`src/cars_pkg.sv`:
```
// Types and constants of the cave automaton row step.
package cars_pkg;

  localparam int ROW_BITS   = 64;
  localparam int WIDTH_BITS = 7;
  localparam int LIMIT_BITS = 4;
  localparam int COUNT_BITS = 4;
  localparam int ADDR_BITS  = 4;
  localparam int DATA_BITS  = 32;

  localparam logic [WIDTH_BITS-1:0] ROW_WIDTH_RST      = 7'd64;
  localparam logic [LIMIT_BITS-1:0] STARVATION_RST     = 4'd3;
  localparam logic [LIMIT_BITS-1:0] OVERPOPULATION_RST = 4'd10;
  localparam logic [LIMIT_BITS-1:0] BIRTH_RST          = 4'd4;

  // Register indexes, taken from paddr[3:2].
  localparam logic [1:0] REG_ROW_WIDTH      = 2'd0;
  localparam logic [1:0] REG_STARVATION     = 2'd1;
  localparam logic [1:0] REG_OVERPOPULATION = 2'd2;
  localparam logic [1:0] REG_BIRTH          = 2'd3;

  typedef struct packed {
    logic [LIMIT_BITS-1:0] starvation;
    logic [LIMIT_BITS-1:0] overpopulation;
    logic [LIMIT_BITS-1:0] birth;
  } rule_t;

  typedef struct packed {
    logic [ROW_BITS-1:0] next_cells;
    logic                frame_done;
  } result_t;

endpackage

```
`src/cars_if.sv`:
```
// Valid/ready channels for input rows and result rows.
interface cars_in_if;
  logic                         valid;
  logic                         ready;
  logic [cars_pkg::ROW_BITS-1:0] row_cells;
  logic                         frame_last;

  modport source (output valid, output row_cells, output frame_last, input ready);
  modport sink (input valid, input row_cells, input frame_last, output ready);
endinterface

interface cars_out_if;
  logic                         valid;
  logic                         ready;
  logic [cars_pkg::ROW_BITS-1:0] next_cells;
  logic                         frame_done;

  modport source (output valid, output next_cells, output frame_done, input ready);
  modport sink (input valid, input next_cells, input frame_done, output ready);
endinterface

```
`src/cars_lane.sv`:
```
// One cell of the automaton: neighbor wall count and the survive/birth rule.
module cars_lane (
  input  logic [7:0]            nbrs,
  input  logic                  self_wall,
  input  cars_pkg::rule_t       rule,
  output logic                  wall
);

  logic [cars_pkg::COUNT_BITS-1:0] count;

  always_comb begin
    count = '0;
    for (int i = 0; i < 8; i++) begin
      count = count + cars_pkg::COUNT_BITS'(nbrs[i]);
    end
  end

  always_comb begin
    if (self_wall) begin
      wall = (count >= rule.starvation) && (count <= rule.overpopulation);
    end else begin
      wall = count > rule.birth;
    end
  end

endmodule

```
`src/cars_row_eval.sv`:
```
// A row of cell lanes side by side, merged into one masked result row.
module cars_row_eval #(
  parameter int WIDTH = 64
) (
  input  logic [WIDTH-1:0] up,
  input  logic [WIDTH-1:0] mid,
  input  logic [WIDTH-1:0] down,
  input  logic [WIDTH-1:0] mask,
  input  cars_pkg::rule_t  rule,
  output logic [WIDTH-1:0] next
);

  // Cells outside the active width, and the columns beyond both edges, read as walls.
  logic [WIDTH+1:0] up_x;
  logic [WIDTH+1:0] mid_x;
  logic [WIDTH+1:0] down_x;
  logic [WIDTH-1:0] lane_wall;

  assign up_x   = {1'b1, up | ~mask, 1'b1};
  assign mid_x  = {1'b1, mid | ~mask, 1'b1};
  assign down_x = {1'b1, down | ~mask, 1'b1};

  for (genvar c = 0; c < WIDTH; c++) begin : g_lane
    cars_lane u_lane (
      .nbrs      ({up_x[c], up_x[c+1], up_x[c+2], mid_x[c], mid_x[c+2],
                   down_x[c], down_x[c+1], down_x[c+2]}),
      .self_wall (mid[c]),
      .rule      (rule),
      .wall      (lane_wall[c])
    );
  end

  assign next = lane_wall & mask;

endmodule

```
`src/cars_out_buf.sv`:
```
// Two-entry result buffer that drives the output channel.
module cars_out_buf (
  input  logic                clk,
  input  logic                rst,
  input  logic                push,
  input  cars_pkg::result_t   push_data,
  output logic                space,
  cars_out_if.source          out_ch
);

  cars_pkg::result_t mem [2];
  logic              head;
  logic              tail;
  logic [1:0]        count;
  logic              pop;

  assign pop   = out_ch.valid && out_ch.ready;
  assign space = count != 2'd2;

  assign out_ch.valid      = count != 2'd0;
  assign out_ch.next_cells = mem[head].next_cells;
  assign out_ch.frame_done = mem[head].frame_done;

  always_ff @(posedge clk) begin
    if (push) begin
      mem[tail] <= push_data;
    end
  end

  always_ff @(posedge clk) begin
    if (rst) begin
      head  <= 1'b0;
      tail  <= 1'b0;
      count <= 2'd0;
    end else begin
      if (push) begin
        tail <= ~tail;
      end
      if (pop) begin
        head <= ~head;
      end
      case ({push, pop})
        2'b10:   count <= count + 2'd1;
        2'b01:   count <= count - 2'd1;
        default: count <= count;
      endcase
    end
  end

endmodule

```
`src/cave_automaton_row_step.sv`:
```
// Top level of the cave automaton row step: row store, lanes and result buffer.
// One row is taken per clock cycle while the two-entry result buffer has space
// and no flush is pending. A row's next generation is pushed into it in the same
// cycle that the row below it is taken; after the last row of a frame a flush
// evaluates the held row against a wall row below and holds off the input. All
// MAX_WIDTH cells are evaluated at once by one lane each from the stored row
// above, the held row and the incoming row. Configuration must be written over
// the APB port by the user while no frame is in flight; the block does not check.
module cave_automaton_row_step #(
  parameter int MAX_WIDTH = 64
) (
  input  logic                             clk,
  input  logic                             rst,
  cars_in_if.sink                          row_in,
  cars_out_if.source                       row_out,
  input  logic                             psel,
  input  logic                             penable,
  input  logic                             pwrite,
  input  logic [cars_pkg::ADDR_BITS-1:0]   paddr,
  input  logic [cars_pkg::DATA_BITS-1:0]   pwdata,
  output logic [cars_pkg::DATA_BITS-1:0]   prdata,
  output logic                             pready
);

  localparam int WB = cars_pkg::WIDTH_BITS;

  logic [WB-1:0]         row_width;
  cars_pkg::rule_t       rule;
  logic                  cfg_write;

  logic [WB-1:0]         width_act;
  logic [MAX_WIDTH-1:0]  mask;
  logic [MAX_WIDTH-1:0]  row_masked;

  logic [MAX_WIDTH-1:0]  row_above;
  logic [MAX_WIDTH-1:0]  row_middle;
  logic                  middle_valid;
  logic                  flush_pending;

  logic                  accept;
  logic                  flush;
  logic                  space;
  logic                  push;
  logic [MAX_WIDTH-1:0]  eval_down;
  logic [MAX_WIDTH-1:0]  eval_next;
  cars_pkg::result_t     push_data;

  // Configuration port.
  assign pready    = 1'b1;
  assign cfg_write = psel && penable && pwrite && pready;

  always_ff @(posedge clk) begin
    if (rst) begin
      row_width           <= cars_pkg::ROW_WIDTH_RST;
      rule.starvation     <= cars_pkg::STARVATION_RST;
      rule.overpopulation <= cars_pkg::OVERPOPULATION_RST;
      rule.birth          <= cars_pkg::BIRTH_RST;
    end else if (cfg_write) begin
      case (paddr[3:2])
        cars_pkg::REG_ROW_WIDTH:      row_width <= pwdata[WB-1:0];
        cars_pkg::REG_STARVATION:     rule.starvation <= pwdata[cars_pkg::LIMIT_BITS-1:0];
        cars_pkg::REG_OVERPOPULATION: rule.overpopulation <= pwdata[cars_pkg::LIMIT_BITS-1:0];
        cars_pkg::REG_BIRTH:          rule.birth <= pwdata[cars_pkg::LIMIT_BITS-1:0];
        default:                      row_width <= row_width;
      endcase
    end
  end

  always_comb begin
    case (paddr[3:2])
      cars_pkg::REG_ROW_WIDTH:      prdata = cars_pkg::DATA_BITS'(row_width);
      cars_pkg::REG_STARVATION:     prdata = cars_pkg::DATA_BITS'(rule.starvation);
      cars_pkg::REG_OVERPOPULATION: prdata = cars_pkg::DATA_BITS'(rule.overpopulation);
      cars_pkg::REG_BIRTH:          prdata = cars_pkg::DATA_BITS'(rule.birth);
      default:                      prdata = '0;
    endcase
  end

  // Active width and the mask of cells in use.
  assign width_act = (row_width > WB'(MAX_WIDTH)) ? WB'(MAX_WIDTH) : row_width;

  for (genvar c = 0; c < MAX_WIDTH; c++) begin : g_mask
    assign mask[c] = WB'(c) < width_act;
  end

  assign row_masked = row_in.row_cells[MAX_WIDTH-1:0] & mask;

  // Handshake and row store.
  assign row_in.ready = !flush_pending && space;
  assign accept       = row_in.valid && row_in.ready;
  assign flush        = flush_pending && space;
  assign push         = (accept && middle_valid) || flush;

  always_ff @(posedge clk) begin
    if (accept) begin
      row_middle <= row_masked;
    end
  end

  always_ff @(posedge clk) begin
    if (rst) begin
      row_above     <= '1;
      middle_valid  <= 1'b0;
      flush_pending <= 1'b0;
    end else if (flush) begin
      row_above     <= '1;
      middle_valid  <= 1'b0;
      flush_pending <= 1'b0;
    end else if (accept) begin
      if (middle_valid) begin
        row_above <= row_middle;
      end
      middle_valid  <= 1'b1;
      flush_pending <= row_in.frame_last;
    end
  end

  // During a flush the row below the held row is the bottom boundary.
  assign eval_down = flush_pending ? '1 : row_masked;

  cars_row_eval #(
    .WIDTH (MAX_WIDTH)
  ) u_row_eval (
    .up   (row_above),
    .mid  (row_middle),
    .down (eval_down),
    .mask (mask),
    .rule (rule),
    .next (eval_next)
  );

  assign push_data.next_cells = cars_pkg::ROW_BITS'(eval_next);
  assign push_data.frame_done = flush_pending;

  cars_out_buf u_out_buf (
    .clk       (clk),
    .rst       (rst),
    .push      (push),
    .push_data (push_data),
    .space     (space),
    .out_ch    (row_out)
  );

endmodule

```
`src/flat_wrapper.sv`:
```
// flat-port wrapper written by rule: the top's interface ports become plain ports
module cave_automaton_row_step_flat 
#(
  parameter int MAX_WIDTH = 64
)
  (clk, rst, psel, penable, pwrite, paddr, pwdata, prdata, pready, row_in_valid, row_in_row_cells, row_in_frame_last, row_in_ready, row_out_valid, row_out_next_cells, row_out_frame_done, row_out_ready);
  cars_in_if row_in_i ();
  cars_out_if row_out_i ();
  input  logic clk;
  input  logic rst;
  input  logic psel;
  input  logic penable;
  input  logic pwrite;
  input  logic [cars_pkg::ADDR_BITS-1:0] paddr;
  input  logic [cars_pkg::DATA_BITS-1:0] pwdata;
  output logic [cars_pkg::DATA_BITS-1:0] prdata;
  output logic pready;
  input wire logic [$bits(row_in_i.valid)-1:0] row_in_valid;
  input wire logic [$bits(row_in_i.row_cells)-1:0] row_in_row_cells;
  input wire logic [$bits(row_in_i.frame_last)-1:0] row_in_frame_last;
  output wire logic [$bits(row_in_i.ready)-1:0] row_in_ready;
  output wire logic [$bits(row_out_i.valid)-1:0] row_out_valid;
  output wire logic [$bits(row_out_i.next_cells)-1:0] row_out_next_cells;
  output wire logic [$bits(row_out_i.frame_done)-1:0] row_out_frame_done;
  input wire logic [$bits(row_out_i.ready)-1:0] row_out_ready;
  assign row_in_i.valid = row_in_valid;
  assign row_in_i.row_cells = row_in_row_cells;
  assign row_in_i.frame_last = row_in_frame_last;
  assign row_in_ready = row_in_i.ready;
  assign row_out_valid = row_out_i.valid;
  assign row_out_next_cells = row_out_i.next_cells;
  assign row_out_frame_done = row_out_i.frame_done;
  assign row_out_i.ready = row_out_ready;
  cave_automaton_row_step #(.MAX_WIDTH(MAX_WIDTH)) u_core (.clk(clk), .rst(rst), .row_in(row_in_i), .row_out(row_out_i), .psel(psel), .penable(penable), .pwrite(pwrite), .paddr(paddr), .pwdata(pwdata), .prdata(prdata), .pready(pready));
endmodule
```
`config.mk`:
```
export PLATFORM = sky130hd
export DESIGN_NAME = cave_automaton_row_step_flat
export DESIGN_NICKNAME = d
export VERILOG_FILES = /design/src/cars_pkg.sv /design/src/cars_if.sv /design/src/cars_lane.sv /design/src/cars_row_eval.sv /design/src/cars_out_buf.sv /design/src/cave_automaton_row_step.sv /design/src/flat_wrapper.sv
export SDC_FILE = /design/constraint.sdc
export NUM_CORES = 2
export LEC_CHECK = 0
export BUFFER_PORTS_ARGS = -buffer_cell sky130_fd_sc_hd__buf_2
export CAP_MARGIN = 25
export CELL_PAD_IN_SITES_DETAIL_PLACEMENT = 0
export CELL_PAD_IN_SITES_GLOBAL_PLACEMENT = 2
export CORE_UTILIZATION = 37
export CTS_CLUSTER_DIAMETER = 150
export CTS_CLUSTER_SIZE = 10
export DETAILED_ROUTE_END_ITERATION = 12
export GPL_TIMING_DRIVEN = 0
export PLACE_DENSITY_LB_ADDON = 0.12
export SLEW_MARGIN = 20
export SYNTH_ARGS = -nofsm -noshare
export SYNTH_HDL_FRONTEND = slang
export SYNTH_SLANG_ARGS = --single-unit
```
`constraint.sdc`:
```
create_clock -name clk -period 5.25 [get_ports clk]
set_input_delay 0.525 -clock clk [delete_from_list [all_inputs] [get_ports clk]]
set_output_delay 0.525 -clock clk [all_outputs]
set_load 0.05 [all_outputs]
```
== After elaboration in Yosys (flattened, before gate mapping) ==
Memories as Yosys holds them, arrays and structs flattened. A register that Yosys moved wholly into a read port is not among the register bits.
Index checks and enable logic that the tools add are counted.

* Register bits: 153
* Memory bits (writable): 130
* Input bits: 108
* Output and inout bits: 100
* Logic and storage cells: 887
* Memories kept: 1

{| class="wikitable"
|+ Memories
! name !! depth !! width !! rd ports !! clocked after Yosys merged registers in !! write ports !! line !! text
|-
| u_core.u_out_buf.mem || 2 || 65 || 1 || 1 || 1 || cars_out_buf.sv:11 || <nowiki>cars_pkg::result_t mem [2];</nowiki>
|}

* Add/sub/neg operators: 450
* $lt $le $gt $ge: 257
* Equal/unequal tests: 6
* Mux-type cells: 72
* Bitwise gates (word level): 8
* Reductions and logical operators: 82

{| class="wikitable"
|+ Operator list
! cell !! count
|-
| adder 4 x 1 -> 4 bit || 379
|-
| >= comparator 4 bit || 64
|-
| greater-than comparator 4 bit || 64
|-
| less-or-equal comparator 4 bit || 64
|-
| less-than comparator 6 x 7 -> 1 bit, first input constant || 32
|-
| OR 64 bit || 3
|-
| AND 64 bit || 2
|-
| case mux 32 bit (4 select lines) || 1
|-
| adder 1 x 1 -> 2 bit || 63
|-
| less-than comparator 5 x 7 -> 1 bit, first input constant || 16
|-
| logical AND 1 bit || 71
|-
| 2-to-1 mux 1 bit || 68
|-
| 2-to-1 mux 64 bit || 1
|-
| NOT 64 bit || 1
|-
| less-than comparator 4 x 7 -> 1 bit, first input constant || 8
|-
| less-than comparator 3 x 7 -> 1 bit, first input constant || 4
|-
| adder 4 x 1 -> 4 bit, second input constant || 5
|-
| less-than comparator 1 x 7 -> 1 bit, first input constant || 2
|-
| less-than comparator 2 x 7 -> 1 bit, first input constant || 2
|-
| AND reduction 2 bit || 5
|-
| greater-than comparator 7 bit, second input constant || 1
|-
| 2-to-1 mux 7 bit || 1
|-
| == test 2 bit, second input constant || 3
|-
| == test 2 x 1 -> 1 bit, second input constant || 2
|-
| other kinds (11) || 13
|}

== Logic depth before layout (Yosys ltp) ==
* Depth after elaboration: 17
* Mapped depth: 22
* Gate-level depth less buffers: 20

== Cells and area by module ==
Synthesis repeated with hierarchy kept, for this count alone.

* Cells, all modules: 5003
* Area, all modules: 43675.6 µm²

{| class="wikitable"
|+ By module, submodules not included
! module !! instances !! cells each !! area an instance (µm²) !! seq. area each (µm²)
|-
| cars_lane (u_core.u_row_eval.g_lane[0].u_lane ...) || 40 || 59 || 469.2 || 0.0
|-
| cars_lane (u_core.u_row_eval.g_lane[18].u_lane ...) || 24 || 58 || 471.7 || 0.0
|-
| cave_automaton_row_step || 1 || 769 || 7084.3 || 3623.5
|-
| cars_out_buf || 1 || 225 || 4897.2 || 4003.8
|-
| cars_row_eval || 1 || 257 || 1605.3 || 0.0
|}

== Worst setup path after synthesis ==
No wires, ideal clock.

* Kind: reg-to-reg
* Start point: register u_core.row_width[0]
* End point: memory u_core.u_out_buf.mem[0][63] (netlist name), data pin
* Library setup time: 0.186 ns
* Arrival: 4.808 ns
* Required time: 5.064 ns
* Slack: 0.256 ns
* Stages on the path, launching flop included: 21
* Path buffers: 2
* Clock period less this slack: 4.994 ns
* Cell sequence: dfxtp_1 buf_4 and4b_1 buf_2 a31oi_1 or3_1 ha_1 inv_1 fa_1 fa_1 inv_1 fa_1 inv_1 fa_1 inv_1 ha_1 nor2b_1 o211ai_1 a21oi_1 or4_1 o31ai_1

* Cells in the longest elaborated chain, start to end: 17
* Elaborated cells between the ends (all ways): 24
* Those cells by class: 7 x add/sub; 7 x order compare; 3 x mux; 6 x bitwise; 1 x reduce/logical

{| class="wikitable"
|+ RTL lines
! element !! line !! text
|-
| start, declared || cave_automaton_row_step.sv:27 || <nowiki>logic [WB-1:0] row_width;</nowiki>
|-
| start signal, assigned || cave_automaton_row_step.sv:54 || <nowiki>row_width <= cars_pkg::ROW_WIDTH_RST;</nowiki>
|-
| start signal, assigned || cave_automaton_row_step.sv:60 || <nowiki>cars_pkg::REG_ROW_WIDTH: row_width <= pwdata[WB-1:0];</nowiki>
|-
| start signal, assigned || cave_automaton_row_step.sv:64 || <nowiki>default: row_width <= row_width;</nowiki>
|-
| greater-than comparator 7 bit || cave_automaton_row_step.sv:80 || <nowiki>assign width_act = (row_width > WB'(MAX_WIDTH)) ? WB'(MAX_WIDTH) : row_width;</nowiki>
|-
| 2-to-1 mux 7 bit * || cave_automaton_row_step.sv:80 ||
|-
| less-than comparator 6 x 7 -> 1 bit || cave_automaton_row_step.sv:83 || <nowiki>assign mask[c] = WB'(c) < width_act;</nowiki>
|-
| AND 64 bit || cave_automaton_row_step.sv:86 || <nowiki>assign row_masked = row_in.row_cells[MAX_WIDTH-1:0] & mask;</nowiki>
|-
| 2-to-1 mux 64 bit || cave_automaton_row_step.sv:119 || <nowiki>assign eval_down = flush_pending ? '1 : row_masked;</nowiki>
|-
| OR 64 bit || cars_row_eval.sv:21 || <nowiki>assign down_x = {1'b1, down | ~mask, 1'b1};</nowiki>
|-
| adder 1 x 1 -> 2 bit || cars_lane.sv:14 || <nowiki>count = count + cars_pkg::COUNT_BITS'(nbrs[i]);</nowiki>
|-
| adder 4 x 1 -> 4 bit (6 in a row) || cars_lane.sv:14 ||
|-
| >= comparator 4 bit or less-or-equal comparator 4 bit (tied branches) || cars_lane.sv:20 || <nowiki>wall = (count >= rule.starvation) && (count <= rule.overpopulation);</nowiki>
|-
| logical AND 1 bit || cars_lane.sv:20 ||
|-
| 2-to-1 mux 1 bit || cars_lane.sv:19 || <nowiki>if (self_wall) begin</nowiki>
|-
| AND 64 bit * || cars_row_eval.sv:33 || <nowiki>assign next = lane_wall & mask;</nowiki>
|-
| net u_core.eval_next[62] || cave_automaton_row_step.sv:45 || <nowiki>logic [MAX_WIDTH-1:0] eval_next;</nowiki>
|-
| end, declared || cars_out_buf.sv:11 ||
|}

The timed path passes the listed nets; every way through them passes the cells marked *.

== Final worst setup path ==
* Start point: register u_core.row_width[6]
* End point: memory u_core.u_out_buf.mem[1][45] (netlist name), data pin

Same word-level chain as after synthesis.

==> impl_results.md <==
* Longest Clk Path Bufs at 3
* Worst setup SP type: flop
* Vias in the first global route at 31700
* Antenna Cells at 0
* Post-Layout Cell Count at 6115
* Main combinational cell family by area after synthesis: adder cells
* Clock Latency Late Sink at 600 ps
* Total die area at 110000 um2
* Worst min-delay path category: input port to flop
* H-tree Lvls at 2
* DRT iter0 DRCs at 1581
* Routed vias/inst at 5.21
* Ys Warns at 0
* Final Hold Vio Count at 0
* WL final at 133 mm
* Top-level I/O count at 208
* M1 GR Usage at 0.335
* Synth cell types at 71
* Final RePlAce weighted congestion at 0.815
* Kind of critical path: flop to flop
* Layout cells sized above 1 at 0.179
* Worst-path clk slew at 70 ps
* Fmax at 0.195 GHz
* Max IR drop VDD at 339 uV
* Worst-path cell with the longest stage delay: a2111o_1
* Mapped cell area at 40200 um2
* Root buf cell: clkbuf_16
* Register area share after synthesis at 0.190
* # DRC at 0
* TritonRoute pass-1 iters at 5
* Initial antenna violation count at 4
* Crit path DAT at 5560 ps
* Power Dens Cells at 507 nW/um2
* Fin crit share at 0.976
* Commonest non-fill, non-tap cells in the layout: ha_1, inv_1, a21oi_1
* Buf/Inv on CP at 8
* Static Leakage at 22.7 nW
* PortBufs at 152
* Hold_buf cts at 0
* Synth-to-Final Area Change at 16.2%
* Grt total ovfl at 0
* First-pass GRT wire length at 200 mm
* Post-synthesis compound-gate area fraction at 0.125
* Setup WS pre-CTS at -970 ps
* DIE HEIGHT at 332 um
* Post-Synth Simple-Gate Area at 0.141
* Ys async rst share at 0
* Power Total at 23.7 mW
* Setup TNS at 0 ps
* Req. time, crit path at 5680 ps
* Core Area at 108000 um2
* Post-Synth XOR/XNOR Area at 0.0146
* Max Cap Violations at 0
* Overall routing resource usage at 0.242
* Largest net degree at the start of global routing at 45
* Final Skew at 22.8 ps
* Yosys reg bits at 284
* FP Rows at 120
* Initial core utilization at 0.374
* CP delay by family, top: adder cells
* Post-route ant nets at 0
* Sink Count at 284
* Post-DP HPWL at 98.2 mm
* Least-Margin Pin Slew at 1010 ps
* Syn Inst Count at 4373
* Most common cell after layout, fill and taps aside: ha_1
* Relative slew slack at 0.323
* # nets final at 6008
* # setup viols final at 0
* Tmin final at 5130 ps
* Placed cells at 5977
* Most Used Layer, Global Route: met2
* CTS tree: built
* RSZ-0062 raised after global routing: yes
* Count of final max-slew check failures at 0
* GR met2 Demand/Resource at 0.404
* Wire per inst at 21.8 um
* Mean post-synth cell area at 9.20 um2
* Vias at 31900
* Main synth FF type: edfxtp_1
* Setup slack after layout at 124 ps
* Crit Path Max Fanout at 6
* Cts bufs inserted at 34
* EDFF count, synth at 194
* Die width at 332 um
* CP Cell Sequence: clkbuf_16, clkinv_8, buf_12, and3_4, buf_12, nand2_4, a2111o_1, ha_1, inv_1, fa_1, inv_2, fa_1, fa_2, inv_2, fa_1, inv_2, ha_4, nor2b_4, o21a_1, nor3_2, o211ai_1, a21oi_2
* Status: completed
* Grt met3 use at 0.0232
* Adder-cell share of the synthesized area at 0.425
* Max incr delay on CP at 530 ps
* Multiplexer share of the synthesized area at 0.0227
* Hold slack at 222 ps
* Crit end category: flop
## layout make-up
class                      count  area (um2)
buffer                        96         800
clock buffer                  61        1020
clock inverter                 1        8.76
fill                       10700       60700
inverter                     726        2790
multi-input combinational   3288       30700
sequential                   284        7660
tap                         1403        1760
timing repair buffer         256        2050
## final timing paths
check / from / to / slack, ps / cells after the start
max reg2reg: u_core.row_width[6]$_SDFFE_PP1P_ / u_core.u_out_buf.mem[1][45]$_DFFE_PP_ / 120 / 22
min: pwdata[5] / u_core.row_width[5]$_SDFFE_PP0P_ / 220 / 3
max: u_core.row_width[6]$_SDFFE_PP1P_ / u_core.u_out_buf.mem[1][45]$_DFFE_PP_ / 120 / 22
min reg2reg: u_core.row_above[25]$_SDFFE_PP1P_ / u_core.row_above[25]$_SDFFE_PP1P_ / 460 / 2
## cells by family after synthesis
family / Yosys count
compound gates: 840
other cells: 2
fa+ha+maj: 1214
buf+inv: 825
simple gates: 1063
mux: 78
xor+xnor: 67
flops: 284
## what timing repair did
action / in CTS / in global routing
pin swaps: 15 / 106
gates resized for setup: 142 / 262
setup endpoints to repair: 126 / 122
setup buffers: 25 / 52
gates cloned: 0 / 1
## metal layers
layer  part of all wire  vias up  wire [um]
met5           0.000068        -          9
met4              0.021        2       2740
met3              0.035      114       4650
met2               0.47      535      62000
met1               0.48    15400      63800
li1                   -    15800          -
## cells in the mapped netlist (all sizes together), types with 44 or more instances
library cell,instances,share of area
dfxtp,90,0.045
o211ai,45,0.0084
edfxtp,194,0.14
nand3,72,0.0090
buf,66,0.011
inv,726,0.068
nand2b,86,0.013
or3,67,0.012
nand4,64,0.010
mux2,65,0.018
o21ai,214,0.027
fa,253,0.13
a21oi,356,0.045
o21a,63,0.012
nor3,44,0.0055
nand2,271,0.025
xnor2,66,0.014
ha,961,0.30
or2,107,0.017
nor2,117,0.012
nor2b,179,0.028
## per-stage QoR
stage / util / instance area (um2)
floorplan: - / 40300
global placement: 0.398 / 42800
detailed placement: 0.405 / 43500
CTS: 0.421 / 45300
global route: 0.435 / 46800
finish: 0.435 / 46800
## power breakdown
part | leakage [nW] | switching (mW) | internal (mW) | total, mW
clock network | 0.488 | 1.16 | 1.31 | 2.47
registers | 2.56 | 0.187 | 3.14 | 3.32
logic | 19.6 | 10.3 | 7.60 | 17.9
total | 22.7 | 11.7 | 12.1 | 23.7
## tightest hold or removal path, delay by kind of cell
kind,cells,cell delay (ps)
AOI/OAI and AO/OA,1,50
buffers and inverters,1,130
and+or+nand+nor,1,70
## state kept, by name (all words and copies together), names as in the netlist, named ones only
register	count
u_core.flush_pending	1
u_core.u_out_buf.head	1
u_core.middle_valid	1
u_core.u_out_buf.mem	130
u_core.u_out_buf.count	2
u_core.rule	12
u_core.u_out_buf.tail	1
u_core.row_middle	64
u_core.row_above	64
u_core.row_width	7
No activity file was read; power rests on OpenSTA's default activity.
